## config.mk

```make
export PLATFORM = sky130hd
export DESIGN_NAME = firmware_table_structure_locator_unit
export DESIGN_NICKNAME = d
export VERILOG_FILES = /design/src/ftsl_pkg.sv /design/src/ftsl_front.sv /design/src/ftsl_queue.sv /design/src/ftsl_back.sv /design/src/firmware_table_structure_locator_unit.sv
export SDC_FILE = /design/constraint.sdc
export NUM_CORES = 1
export LEC_CHECK = 0
export ABC_AREA = 1
export BUFFER_PORTS_ARGS = -buffer_cell sky130_fd_sc_hd__buf_2
export CELL_PAD_IN_SITES_DETAIL_PLACEMENT = 1
export CELL_PAD_IN_SITES_GLOBAL_PLACEMENT = 1
export CORE_ASPECT_RATIO = 0.9
export CORE_MARGIN = 3
export CORE_UTILIZATION = 30
export CTS_CLUSTER_DIAMETER = 100
export DETAILED_ROUTE_END_ITERATION = 8
export PLACE_DENSITY_LB_ADDON = 0.1
export SLEW_MARGIN = 0
export SYNTH_ARGS = -nofsm -noshare
export SYNTH_HDL_FRONTEND = slang
export SYNTH_HIERARCHICAL = 1
export SYNTH_SLANG_ARGS = --single-unit
```

## constraint.sdc

```tcl
create_clock -name clk -period 4.15 [get_ports clk]
set_clock_uncertainty 0.15 [all_clocks]
set_input_delay 0 -clock clk [delete_from_list [all_inputs] [get_ports clk]]
set_output_delay 0 -clock clk [all_outputs]
set_load 0.005 [all_outputs]
```

## src/ftsl_pkg.sv

```systemverilog
`default_nettype none
package ftsl_pkg;

  localparam logic [7:0] END_TYPE   = 8'd127;
  localparam logic [7:0] MIN_HEADER = 8'd4;
  localparam logic [7:0] SEEN_MAX   = 8'd255;

  localparam int CFG_INDEX_W = 2;
  localparam logic [CFG_INDEX_W-1:0] CFG_TARGET_TYPE  = 2'd0;
  localparam logic [CFG_INDEX_W-1:0] CFG_TARGET_INDEX = 2'd1;
  localparam logic [CFG_INDEX_W-1:0] CFG_TABLE_LENGTH = 2'd2;
  localparam int CFG_DATA_W = 16;

  localparam int STATUS_W = 3;

  typedef enum logic [STATUS_W-1:0] {
    ST_FOUND     = 3'd0,
    ST_END_TYPE  = 3'd1,
    ST_BAD_LEN   = 3'd2,
    ST_UNTERM    = 3'd3,
    ST_OVER      = 3'd4,
    ST_STREAM    = 3'd5
  } status_t;

  typedef enum logic [2:0] {
    PH_TYPE   = 3'b001,
    PH_LENGTH = 3'b010,
    PH_BODY   = 3'b100
  } phase_t;

  typedef struct packed {
    logic [7:0]  target_type;
    logic [7:0]  target_index;
    logic [15:0] table_length;
  } cfg_t;

  // one classified table byte as it travels through the queue
  typedef struct packed {
    logic [7:0] data_byte;
    logic       first_byte;
    logic       last_byte;
    logic       is_zero;
    logic       is_target;
    logic       is_end_type;
    logic       short_len;
  } item_t;

endpackage
`default_nettype wire

```

## src/ftsl_front.sv

```systemverilog
`default_nettype none
module ftsl_front (
  input  wire logic            s_tvalid,
  output logic                 s_tready,
  input  wire logic [7:0]      s_tdata,   // [7:0] data_byte
  input  wire logic [0:0]      s_tuser,   // [0] first_byte
  input  wire logic            s_tlast,   // last_byte
  input  wire ftsl_pkg::cfg_t  cfg,
  input  wire logic            q_full,
  output logic                 q_write,
  output ftsl_pkg::item_t      q_item
);

  assign s_tready = !q_full;
  assign q_write  = s_tvalid && !q_full;

  always_comb begin
    q_item.data_byte   = s_tdata;
    q_item.first_byte  = s_tuser[0];
    q_item.last_byte   = s_tlast;
    q_item.is_zero     = (s_tdata == 8'd0);
    q_item.is_target   = (s_tdata == cfg.target_type);
    q_item.is_end_type = (s_tdata == ftsl_pkg::END_TYPE);
    q_item.short_len   = (s_tdata < ftsl_pkg::MIN_HEADER);
  end

endmodule
`default_nettype wire

```

## src/ftsl_queue.sv

```systemverilog
`default_nettype none
module ftsl_queue (
  input  wire logic            clk,
  input  wire logic            rst,
  input  wire logic            write,
  input  wire ftsl_pkg::item_t wr_item,
  output logic                 full,
  input  wire logic            pop,
  output logic                 valid,
  output ftsl_pkg::item_t      head
);

  ftsl_pkg::item_t entries [2];
  logic       wptr;
  logic       rptr;
  logic [1:0] count;
  logic       do_wr;
  logic       do_rd;

  assign full  = (count == 2'd2);
  assign valid = (count != 2'd0);
  assign head  = entries[rptr];
  assign do_wr = write && !full;
  assign do_rd = pop && valid;

  always_ff @(posedge clk) begin
    if (do_wr) begin
      entries[wptr] <= wr_item;
    end
  end

  always_ff @(posedge clk) begin
    if (rst) begin
      wptr  <= 1'b0;
      rptr  <= 1'b0;
      count <= 2'd0;
    end else begin
      if (do_wr) begin
        wptr <= !wptr;
      end
      if (do_rd) begin
        rptr <= !rptr;
      end
      case ({do_wr, do_rd})
        2'b10:   count <= count + 2'd1;
        2'b01:   count <= count - 2'd1;
        default: count <= count;
      endcase
    end
  end

endmodule
`default_nettype wire

```

## src/ftsl_back.sv

```systemverilog
`default_nettype none
module ftsl_back #(
  parameter int WALK_LIMIT = 65536
) (
  input  wire logic            clk,
  input  wire logic            rst,
  input  wire ftsl_pkg::cfg_t  cfg,
  input  wire logic            q_valid,
  input  wire ftsl_pkg::item_t q_head,
  output logic                 q_pop,
  output logic                 m_tvalid,
  input  wire logic            m_tready,
  output logic [((ftsl_pkg::STATUS_W + $clog2(WALK_LIMIT + 1) + 7) / 8) * 8 - 1:0] m_tdata
);

  localparam int OW = $clog2(WALK_LIMIT + 1);
  localparam int DW = ((ftsl_pkg::STATUS_W + OW + 7) / 8) * 8;
  localparam int PW = $clog2(2 * WALK_LIMIT + 3);
  localparam int CW = (PW > 17) ? PW : 17;

  logic [PW-1:0]        byte_position, byte_position_next;
  logic [PW-1:0]        structure_start, structure_start_next;
  logic [PW-1:0]        struct_offset, struct_offset_next;
  ftsl_pkg::phase_t     parse_phase, parse_phase_next;
  logic [7:0]           header_length, header_length_next;
  logic [7:0]           matches_seen, matches_seen_next;
  logic                 previous_was_zero, previous_was_zero_next;
  logic                 search_done, search_done_next;

  logic                 emit;
  ftsl_pkg::status_t    emit_status;
  logic [OW-1:0]        emit_offset;
  logic [CW-1:0]        walk_bound;
  logic [CW-1:0]        table_len_ext;

  assign q_pop = q_valid && (!m_tvalid || m_tready);

  always_comb begin
    table_len_ext = CW'(cfg.table_length);
    if (cfg.table_length == 16'd0 || table_len_ext > CW'(WALK_LIMIT)) begin
      walk_bound = CW'(WALK_LIMIT);
    end else begin
      walk_bound = table_len_ext;
    end
  end

  always_comb begin
    logic          advance;
    logic          new_struct;
    logic [PW-1:0] next_start;
    advance                = 1'b0;
    new_struct             = 1'b0;
    next_start             = byte_position + PW'(1);
    byte_position_next     = byte_position;
    structure_start_next   = structure_start;
    struct_offset_next     = struct_offset;
    parse_phase_next       = parse_phase;
    header_length_next     = header_length;
    matches_seen_next      = matches_seen;
    previous_was_zero_next = previous_was_zero;
    search_done_next       = search_done;
    emit                   = 1'b0;
    emit_status            = ftsl_pkg::ST_FOUND;
    emit_offset            = '0;

    if (q_pop) begin
      if (q_head.first_byte) begin
        byte_position_next     = '0;
        structure_start_next   = '0;
        struct_offset_next     = '0;
        parse_phase_next       = ftsl_pkg::PH_TYPE;
        header_length_next     = 8'd0;
        matches_seen_next      = 8'd0;
        previous_was_zero_next = 1'b0;
        search_done_next       = 1'b0;
        next_start             = PW'(1);
      end
      if (!search_done_next) begin
        advance = 1'b1;
        case (parse_phase_next)
          ftsl_pkg::PH_TYPE: begin
            if (q_head.is_target && matches_seen_next == cfg.target_index) begin
              emit        = 1'b1;
              emit_status = ftsl_pkg::ST_FOUND;
              emit_offset = structure_start_next[OW-1:0];
            end else if (q_head.is_end_type) begin
              emit        = 1'b1;
              emit_status = ftsl_pkg::ST_END_TYPE;
            end else begin
              if (q_head.is_target && matches_seen_next != ftsl_pkg::SEEN_MAX) begin
                matches_seen_next = matches_seen_next + 8'd1;
              end
              parse_phase_next = ftsl_pkg::PH_LENGTH;
            end
          end
          ftsl_pkg::PH_LENGTH: begin
            if (q_head.short_len) begin
              emit        = 1'b1;
              emit_status = ftsl_pkg::ST_BAD_LEN;
            end else begin
              header_length_next = q_head.data_byte;
              parse_phase_next   = ftsl_pkg::PH_BODY;
            end
          end
          ftsl_pkg::PH_BODY: begin
            if (struct_offset_next == PW'(header_length_next)) begin
              previous_was_zero_next = q_head.is_zero;
            end else if (struct_offset_next > PW'(header_length_next)) begin
              if (previous_was_zero_next && q_head.is_zero) begin
                if (CW'(next_start) > walk_bound) begin
                  emit        = 1'b1;
                  emit_status = ftsl_pkg::ST_OVER;
                end else begin
                  structure_start_next   = next_start;
                  parse_phase_next       = ftsl_pkg::PH_TYPE;
                  previous_was_zero_next = 1'b0;
                  new_struct             = 1'b1;
                end
              end else if (struct_offset_next > PW'(WALK_LIMIT)) begin
                emit        = 1'b1;
                emit_status = ftsl_pkg::ST_UNTERM;
              end else begin
                previous_was_zero_next = q_head.is_zero;
              end
            end
          end
          default: begin
            parse_phase_next = ftsl_pkg::PH_TYPE;
          end
        endcase
        if (advance && !emit) begin
          byte_position_next = next_start;
          struct_offset_next = new_struct ? '0 : struct_offset_next + PW'(1);
          if (q_head.last_byte) begin
            emit        = 1'b1;
            emit_status = ftsl_pkg::ST_STREAM;
          end
        end
        if (emit) begin
          search_done_next = 1'b1;
        end
      end
    end
  end

  always_ff @(posedge clk) begin
    if (rst) begin
      byte_position     <= '0;
      structure_start   <= '0;
      struct_offset     <= '0;
      parse_phase       <= ftsl_pkg::PH_TYPE;
      header_length     <= 8'd0;
      matches_seen      <= 8'd0;
      previous_was_zero <= 1'b0;
      search_done       <= 1'b1;
      m_tvalid          <= 1'b0;
    end else begin
      byte_position     <= byte_position_next;
      structure_start   <= structure_start_next;
      struct_offset     <= struct_offset_next;
      parse_phase       <= parse_phase_next;
      header_length     <= header_length_next;
      matches_seen      <= matches_seen_next;
      previous_was_zero <= previous_was_zero_next;
      search_done       <= search_done_next;
      if (emit) begin
        m_tvalid <= 1'b1;
      end else if (m_tready) begin
        m_tvalid <= 1'b0;
      end
    end
  end

  always_ff @(posedge clk) begin
    if (emit) begin
      m_tdata <= DW'({emit_offset, emit_status});
    end
  end

endmodule
`default_nettype wire

```

## src/firmware_table_structure_locator_unit.sv

```systemverilog
`default_nettype none
// Walks a firmware structure table streamed in one byte per transfer (tuser marks
// the byte at offset zero, tlast the final byte available) and returns one result
// per search: the offset of the target_index-th structure of type target_type, or
// the reason the walk stopped (end type, header length below 4, unterminated string
// area, next structure beyond the table length, or stream ended undecided). The
// block takes one byte every cycle: a classifying front stage writes into a
// two-entry queue and the parser drains one entry per cycle into an output
// register, so a byte is never held back unless that result register is stalled.
// A result is registered once the byte deciding it leaves the queue. Bytes after a
// decision are dropped until the next first byte. Registers are written through
// the cfg channel, which is always ready, and should change only while idle.
module firmware_table_structure_locator_unit #(
  parameter int WALK_LIMIT = 65536
) (
  input  wire logic        clk,
  input  wire logic        rst,
  input  wire logic        s_tvalid,
  output logic             s_tready,
  input  wire logic [7:0]  s_tdata,   // [7:0] data_byte
  input  wire logic [0:0]  s_tuser,   // [0] first_byte
  input  wire logic        s_tlast,   // last_byte
  output logic             m_tvalid,
  input  wire logic        m_tready,
  // [2:0] status, then structure_offset, zero filled to whole bytes
  output logic [((ftsl_pkg::STATUS_W + $clog2(WALK_LIMIT + 1) + 7) / 8) * 8 - 1:0] m_tdata,
  input  wire logic        cfg_valid,
  output logic             cfg_ready,
  input  wire logic [ftsl_pkg::CFG_INDEX_W-1:0] cfg_index,
  input  wire logic [ftsl_pkg::CFG_DATA_W-1:0]  cfg_data
);

  ftsl_pkg::cfg_t  cfg;
  ftsl_pkg::item_t wr_item;
  ftsl_pkg::item_t head;
  logic            q_full;
  logic            q_write;
  logic            q_valid;
  logic            q_pop;

  assign cfg_ready = 1'b1;

  always_ff @(posedge clk) begin
    if (rst) begin
      cfg <= '0;
    end else if (cfg_valid) begin
      case (cfg_index)
        ftsl_pkg::CFG_TARGET_TYPE:  cfg.target_type  <= cfg_data[7:0];
        ftsl_pkg::CFG_TARGET_INDEX: cfg.target_index <= cfg_data[7:0];
        ftsl_pkg::CFG_TABLE_LENGTH: cfg.table_length <= cfg_data;
        default: cfg <= cfg;
      endcase
    end
  end

  ftsl_front u_front (
    .s_tvalid (s_tvalid),
    .s_tready (s_tready),
    .s_tdata  (s_tdata),
    .s_tuser  (s_tuser),
    .s_tlast  (s_tlast),
    .cfg      (cfg),
    .q_full   (q_full),
    .q_write  (q_write),
    .q_item   (wr_item)
  );

  ftsl_queue u_queue (
    .clk     (clk),
    .rst     (rst),
    .write   (q_write),
    .wr_item (wr_item),
    .full    (q_full),
    .pop     (q_pop),
    .valid   (q_valid),
    .head    (head)
  );

  ftsl_back #(
    .WALK_LIMIT (WALK_LIMIT)
  ) u_back (
    .clk      (clk),
    .rst      (rst),
    .cfg      (cfg),
    .q_valid  (q_valid),
    .q_head   (head),
    .q_pop    (q_pop),
    .m_tvalid (m_tvalid),
    .m_tready (m_tready),
    .m_tdata  (m_tdata)
  );

endmodule
`default_nettype wire

```

Word-level counts from Yosys, hierarchy flattened
Memories as Yosys holds them, arrays and structs flattened. A register that Yosys moved wholly into a read port is not among the register bits.
Index checks and enable logic that the tools add are counted.
{"block": "op_classes", "order_cmp": 4, "bitwise_logic": 3, "n_addsub": 5, "eq_ne": 13, "reduce_logical": 23, "muxes": 96}
{"op": "$mux 18", "n": 17}
{"op": "$mux 8", "n": 12}
{"op": "$mux 3", "n": 17}
{"op": "$mux 1", "n": 43}
{"op": "$add 18x1->18 const B", "n": 2}
{"op": "$eq 18x8->1", "n": 1}
{"op": "$gt 18x17->1 const B", "n": 1}
{"op": "$gt 18x18->1", "n": 1}
{"op": "$gt 18x8->1", "n": 1}
{"op": "$pmux 3 s3", "n": 2}
{"op": "$mux 17", "n": 1}
{"op": "$eq 8x8->1", "n": 2}
{"op": "$logic_not 16->1", "n": 1}
{"op": "$add 8x1->8 const B", "n": 1}
{"op": "$eq 8x7->1 const B", "n": 1}
{"op": "$logic_not 8->1", "n": 1}
{"op": "$lt 8x3->1 const B", "n": 1}
{"op": "$ne 8x8->1 const B", "n": 1}
{"op": "$logic_and 1x1->1", "n": 7}
{"op": "$eq 2x2->1 const B", "n": 3}
{"op": "$reduce_and 2->1", "n": 3}
{"op": "$reduce_bool 2->1", "n": 3}
{"op": "$eq 2x1->1 const B", "n": 2}
{"op": "$logic_not 1->1", "n": 4}
{"op": "other kinds (13)", "n": 16}
{"block": "word_totals", "input_bits": 33, "out_inout_bits": 27, "n_memories": 1, "ram_bits": 28, "register_bits": 132}
{"memory": "u_queue.entries", "words": 2, "word_bits": 14, "read_ports": 1, "rd_clocked_by_memory_dff": 1, "wr": 1, "line_no": "ftsl_queue.sv:13", "text": "ftsl_pkg::item_t entries [2];"}

Depth between registers and ports, before layout
{"block": "depth", "word_depth": 18, "depth_mapped": 31, "ltp_nobuf": 30}

Cells and area by module
The synthesis kept the hierarchy.
{"mod": "ftsl_back", "cells_each": 1063, "instances": 1, "area_per_inst_um2": 6849.1}
{"mod": "firmware_table_structure_locator_unit", "cells_each": 210, "instances": 1, "area_per_inst_um2": 1396.3}
{"mod": "ftsl_queue", "cells_each": 83, "instances": 1, "area_per_inst_um2": 1267.5}
{"mod": "ftsl_front", "cells_each": 66, "instances": 1, "area_per_inst_um2": 292.8}

Least setup slack after synthesis
Ideal clock, no wire load.
{"block": "synth_path", "path_kind": "flip-flop to flip-flop", "startpoint": "register (tool-made name)", "endpoint": "register u_back/m_tdata[0] (netlist bit), enable pin", "setup_time_ns": 0.375, "stages_incl_launch_ff": 25, "slack_ns": -0.187, "arrival_ns": 3.812, "synth_period_minus_slack_ns": 4.337, "required_time_ns": 3.625, "path_cell_list": "dfxtp_1 -> buf_6 -> mux2_2 -> buf_6 -> inv_4 -> buf_6 -> buf_6 -> clkbuf_1 -> clkbuf_1 -> nand2_1 -> ha_1 -> nand2_1 -> nor2_1 -> nand4_1 -> nor3_1 -> nor2_1 -> nand2_2 -> nor2_4 -> nand3_4 -> nand2_8 -> inv_4 -> buf_6 -> nand2_1 -> nand2_1 -> inv_1"}
{"element": "end signal, assigned", "line_no": "ftsl_back.sv:176", "text": "m_tdata <= DW'({emit_offset, emit_status});"}
{"element": "end, declared", "line_no": "ftsl_back.sv:13", "text": "output logic [((ftsl_pkg::STATUS_W + $clog2(WALK_LIMIT + 1) + 7) / 8) * 8 - 1:0] m_tdata"}

Worst setup path in the final report
{"block": "layout_path", "startpoint": "register u_back.byte_position[1]", "endpoint": "register u_back/m_tdata[15] (netlist bit), enable pin"}
{"block": "layout_via", "elab_chain_len": 16}
{"element": "start, declared", "line_no": "ftsl_back.sv:21", "text": "logic [PW-1:0] byte_position, byte_position_next;"}
{"element": "start signal, assigned", "line_no": "ftsl_back.sv:158", "text": "byte_position <= byte_position_next;"}
{"element": "$add 18x1->18", "line_no": "ftsl_back.sv:53", "text": "next_start = byte_position + PW'(1);"}
{"element": "$mux 18", "line_no": "ftsl_back.sv:67", "text": "if (q_head.first_byte) begin"}
{"element": "$mux 18", "line_no": "ftsl_back.sv:66", "text": "if (q_pop) begin"}
{"element": "$gt 18x18->1", "line_no": "ftsl_back.sv:110", "text": "if (CW'(next_start) > walk_bound) begin"}
{"element": "$mux 1", "line_no": "ftsl_back.sv:110"}
{"element": "$mux 1", "line_no": "ftsl_back.sv:109", "text": "if (previous_was_zero_next && q_head.is_zero) begin"}
{"element": "$mux 1", "line_no": "ftsl_back.sv:108", "text": "end else if (struct_offset_next > PW'(header_length_next)) begin"}
{"element": "$mux 1", "line_no": "ftsl_back.sv:106", "text": "if (struct_offset_next == PW'(header_length_next)) begin"}
{"element": "$pmux 1 s3", "line_no": "ftsl_back.sv:80", "text": "case (parse_phase_next)"}
{"element": "$mux 1", "line_no": "ftsl_back.sv:78", "text": "if (!search_done_next) begin"}
{"element": "$mux 1", "line_no": "ftsl_back.sv:66"}
{"element": "$mux 1", "line_no": "ftsl_back.sv:131", "text": "if (advance && !emit) begin"}
{"element": "$mux 1", "line_no": "ftsl_back.sv:78"}
{"element": "$mux 1", "line_no": "ftsl_back.sv:66"}
{"element": "$mux 1", "line_no": "ftsl_back.sv:78"}
{"element": "$mux 1", "line_no": "ftsl_back.sv:66"}
{"element": "net u_back.emit", "line_no": "ftsl_back.sv:30", "text": "logic emit;"}
The timed path passes the listed nets, and every way through them passes these cells. The select of a mux whose other input is x is not followed.
A chain may end at the register's enable or synchronous reset.

==> impl_metrics.csv <==
group,metric,value,unit
status,status,"finished clean",
synth,netlist_area,9810,um2
placement,io_buffer_count,54,
clock_network,cts_num_sinks,160,
pwr,p_switching,0.00325,W
pwr,p_seq_share,31.0,%
critical_path,r2r_cells,25,
floorplanning,die_width,197,um
floorplanning,initial_utilization,30.6,%
routing,firstDrtPassIters,5,
placement,globalplace.congestion,0.832,
worst_hold_path,worstHoldEndpoint,"u_queue/entries[1][4]",
pwr,p_int,0.00401,W
pwr,power_density,625,nW/um2
placement,dp_hpwl,22100,um
routing,num_vias,9340,
floorplanning,core,32000,um2
critical_path,cp_data_arrival_time,3.96,ns
sta,slew_viol_final,0,
routing,drtAntennaViolNets,0,
synth,synth_top_area_share,22.9,%
pwr,ir_worst_vdd,0.314,mV
sta,finalHoldViolations,0,
final_layout,finalNetCount,1566,
synth,yosys_warnings,6,
routing,drt-vias-per-instance,4.83,
clock_network,cts_root_buf,"clkbuf_16",
sta,fmax,256,MHz
floorplanning,io_pins,60,
critical_path,cp_max_fo,8,
global_route,track_usage,18.7,%
sta,setup_ws,0.245,ns
clock_network,clkTransAtPathRegs,0.07,ns
floorplanning,fp.dieH,178,um
synth,async_reset_ff_share,0,%
pwr,clock_power_share,21.3,%
critical_path,crit_path_top_delay_cell,"dfxtp_2",
critical_path,crit_path_max_incr_delay,0.34,ns
synth,synth_top_cell_by_area,"dfxtp_1",
global_route,grt_overflow,0,
global_route,grt_pass1_vias,9532,
floorplanning,die_area,34900,um2
clock_network,htreeDepth,4,
placement,dpl_worst_slack,-0.0594,ns
pwr,leakagePower,5.13,nW
synth,ys_types,51,
synth,yosys-top-cells-count,"nand2_1 (302), inv_1 (208), nor2_1 (202)",
routing,first_iter_violations,501,
sta,period_needed,3.91,ns
sta,tns,0,ns
critical_path,r2r_end,"u_back/m_tdata[15]",
clock_network,tritoncts,"done",
routing,drc,0,
critical_path,rr_startpoint,"u_back/byte_position[1]",
worst_hold_path,holdCritPathClass,"primary input to flop",
routing,wl_per_cell,16.4,um
global_route,antenna_found_initial,1,
final_layout,n_fill_cell,4038,
sta,tightest_slew,1.02,ns
final_layout,syn2layout_area_growth,18.4,%
critical_path,end_kind,"flop",
synth,yosysMostFrequentCell,"nand2_1",
final_layout,drive_gt1_share,13.8,%
synth,ys_ff_latch,160,
pwr,p_comb_share,47.7,%
clock_network,insertion_delay,0.45,ns
clock_network,numCtsBuffers,17,
critical_path,cp.required,4.21,ns
routing,totalWireLength,31600,um
synth,synth_seq_area_share,37.6,%
global_route,grt_pass1_wl,51300,um
clock_network,ctsLongestPathBuffers,2,
sta,fin_crit_sh,94.1,%
critical_path,rrSetupSlack,0.24,ns
worst_hold_path,hold_start,"s_tlast",
synth,synth_area_per_cell,6.90,um2
synth,synth-edff-count,48,
critical_path,worstSetupPathType,"flop to flop",
critical_path,cp-start-kind,"flop",
pwr,switching_share,44.8,%
job,maxCapViolations,0,
synth,synthFlopType,"dfxtp_1",
sta,max-slew-margin-rel,31.9,%
worst_hold_path,hold_depth,2,
global_route,grt_start_max_net_pins,65,
synth,synth.top_cells.by_area,"dfxtp_1 (23%), edfxtp_1 (15%), nand2_1 (12%), inv_1 (8.0%), nor2_1 (7.7%)",
sta,setup_viol,0,
synth,syn_inst,1422,
floorplanning,num_rows,62,
[worst max path at each step]
stage / from / end / slack [ns] / cells past startpoint
CTS: u_back/byte_position[0] / u_back/struct_offset[2] / 0.03 / 26
floorplan: flop / u_back/m_tdata[0] / 0.04 / 24
finish: u_back/byte_position[1] / u_back/m_tdata[15] / 0.24 / 25
detailed placement: u_back/byte_position[0] / u_back/structure_start[5] / -0.06 / 24
global route: u_back/byte_position[1] / u_back/m_tdata[15] / -0.02 / 25
global placement: u_back/byte_position[0] / u_back/structure_start[10] / 0.12 / 25
[layer usage]
layer | global-route usage [%] | vias to the layer above | share of wire [%]
met2 | 29.4 | 112 | 44
met5 | 0 | - | 0
li1 | - | 4786 | -
met1 | 26.9 | 4416 | 52
met3 | 2.70 | 26 | 2.8
met4 | 4.87 | 0 | 1.2
[critical path: cells and delay by family (launching register included)]
| family | cells | cell delay [ns] |
|---|---|---|
| AND/OR/NAND/NOR | 15 | 1.71 |
| buffers and inverters | 7 | 0.90 |
| flip-flops | 1 | 0.34 |
| adder cells (fa/ha/maj) | 2 | 0.34 |
| AO/OA/AOI/OAI | 1 | 0.17 |
[state kept, by name, indices dropped and copies added (netlist names), 2 cells and up, named ones only]
register                count
u_back/struct_offset       18
u_back/parse_phase          3
u_queue/entries            28
cfg                        32
u_back/structure_start     17
u_back/header_length        8
u_back/matches_seen         8
u_back/byte_position       18
u_back/m_tdata             20
u_queue/count               2
[through the flow]
| stage | util, % | std cells | power, W | hold slack (ns) | cell area [um2] |
|---|---|---|---|---|---|
| after floorplan | - | 1425 | 0.00449 | -0.0151 | 9820 |
| after global placement | 32.8 | 1859 | 0.00555 | 0.0403 | 10500 |
| after detailed placement | 32.8 | 1859 | 0.00560 | 0.0418 | 10500 |
| after CTS | 35.7 | 1926 | 0.00724 | 0.121 | 11400 |
| after global routing | 36.2 | 1933 | 0.00787 | 0.142 | 11600 |
| final | 36.2 | 1933 | 0.00726 | 0.148 | 11600 |
[kinds of logic after synthesis]
family                     Yosys count  share of synthesized area [%]
and+or+nand+nor                    644                           28.3
buffers and inverters              294                           13.0
AOI/OAI and AO/OA                  275                           15.4
DFF                                160                           37.6
adders and majority gates           30                           3.83
muxes                               14                           1.61
xor gates and xnor gates             3                          0.268
other                                2                         0.0766
[power groups by stage]
stage	logic (W)	clock network (W)	registers (W)
after floorplan	0.00227	0	0.00222
final	0.00347	0.00155	0.00225
after global placement	0.00329	0	0.00226
after global routing	0.00390	0.00168	0.00229
after CTS	0.00337	0.00162	0.00224
after detailed placement	0.00332	0	0.00228
[final cells by class]
type	count	area (um2)	share of cell area (%)
tap	416	520	4.48
clock buffer	18	429	3.70
multi-input combinational	971	4960	42.7
inverter	216	822	7.08
antenna	1	2.50	0.0215
sequential	160	3690	31.7
clock inverter	14	129	1.11
timing repair buffer	137	1060	9.14
[cell usage in the layout (no fill, tap or decap), types with 28 or more instances in the layout]
cell type	netlist	layout
dfxtp_1	112	110
nor2_1	202	196
buf_2	4	54
o21ai_0	79	74
nand2_1	302	295
a21oi_1	122	121
buf_4	20	42
dlygate4sd3_1	0	35
nand3_1	59	55
ha_1	30	28
inv_1	208	202
edfxtp_1	48	48
[what timing repair did]
action	in CTS	in global routing
hold endpoints to repair	68	0
gates cloned	0	1
endpoints found under the setup margin	21	79
hold buffers	35	0
pin swaps	0	14
setup buffers	0	5
gates resized for setup	3	33
Note: power is estimated with default switching activity, not from simulation.
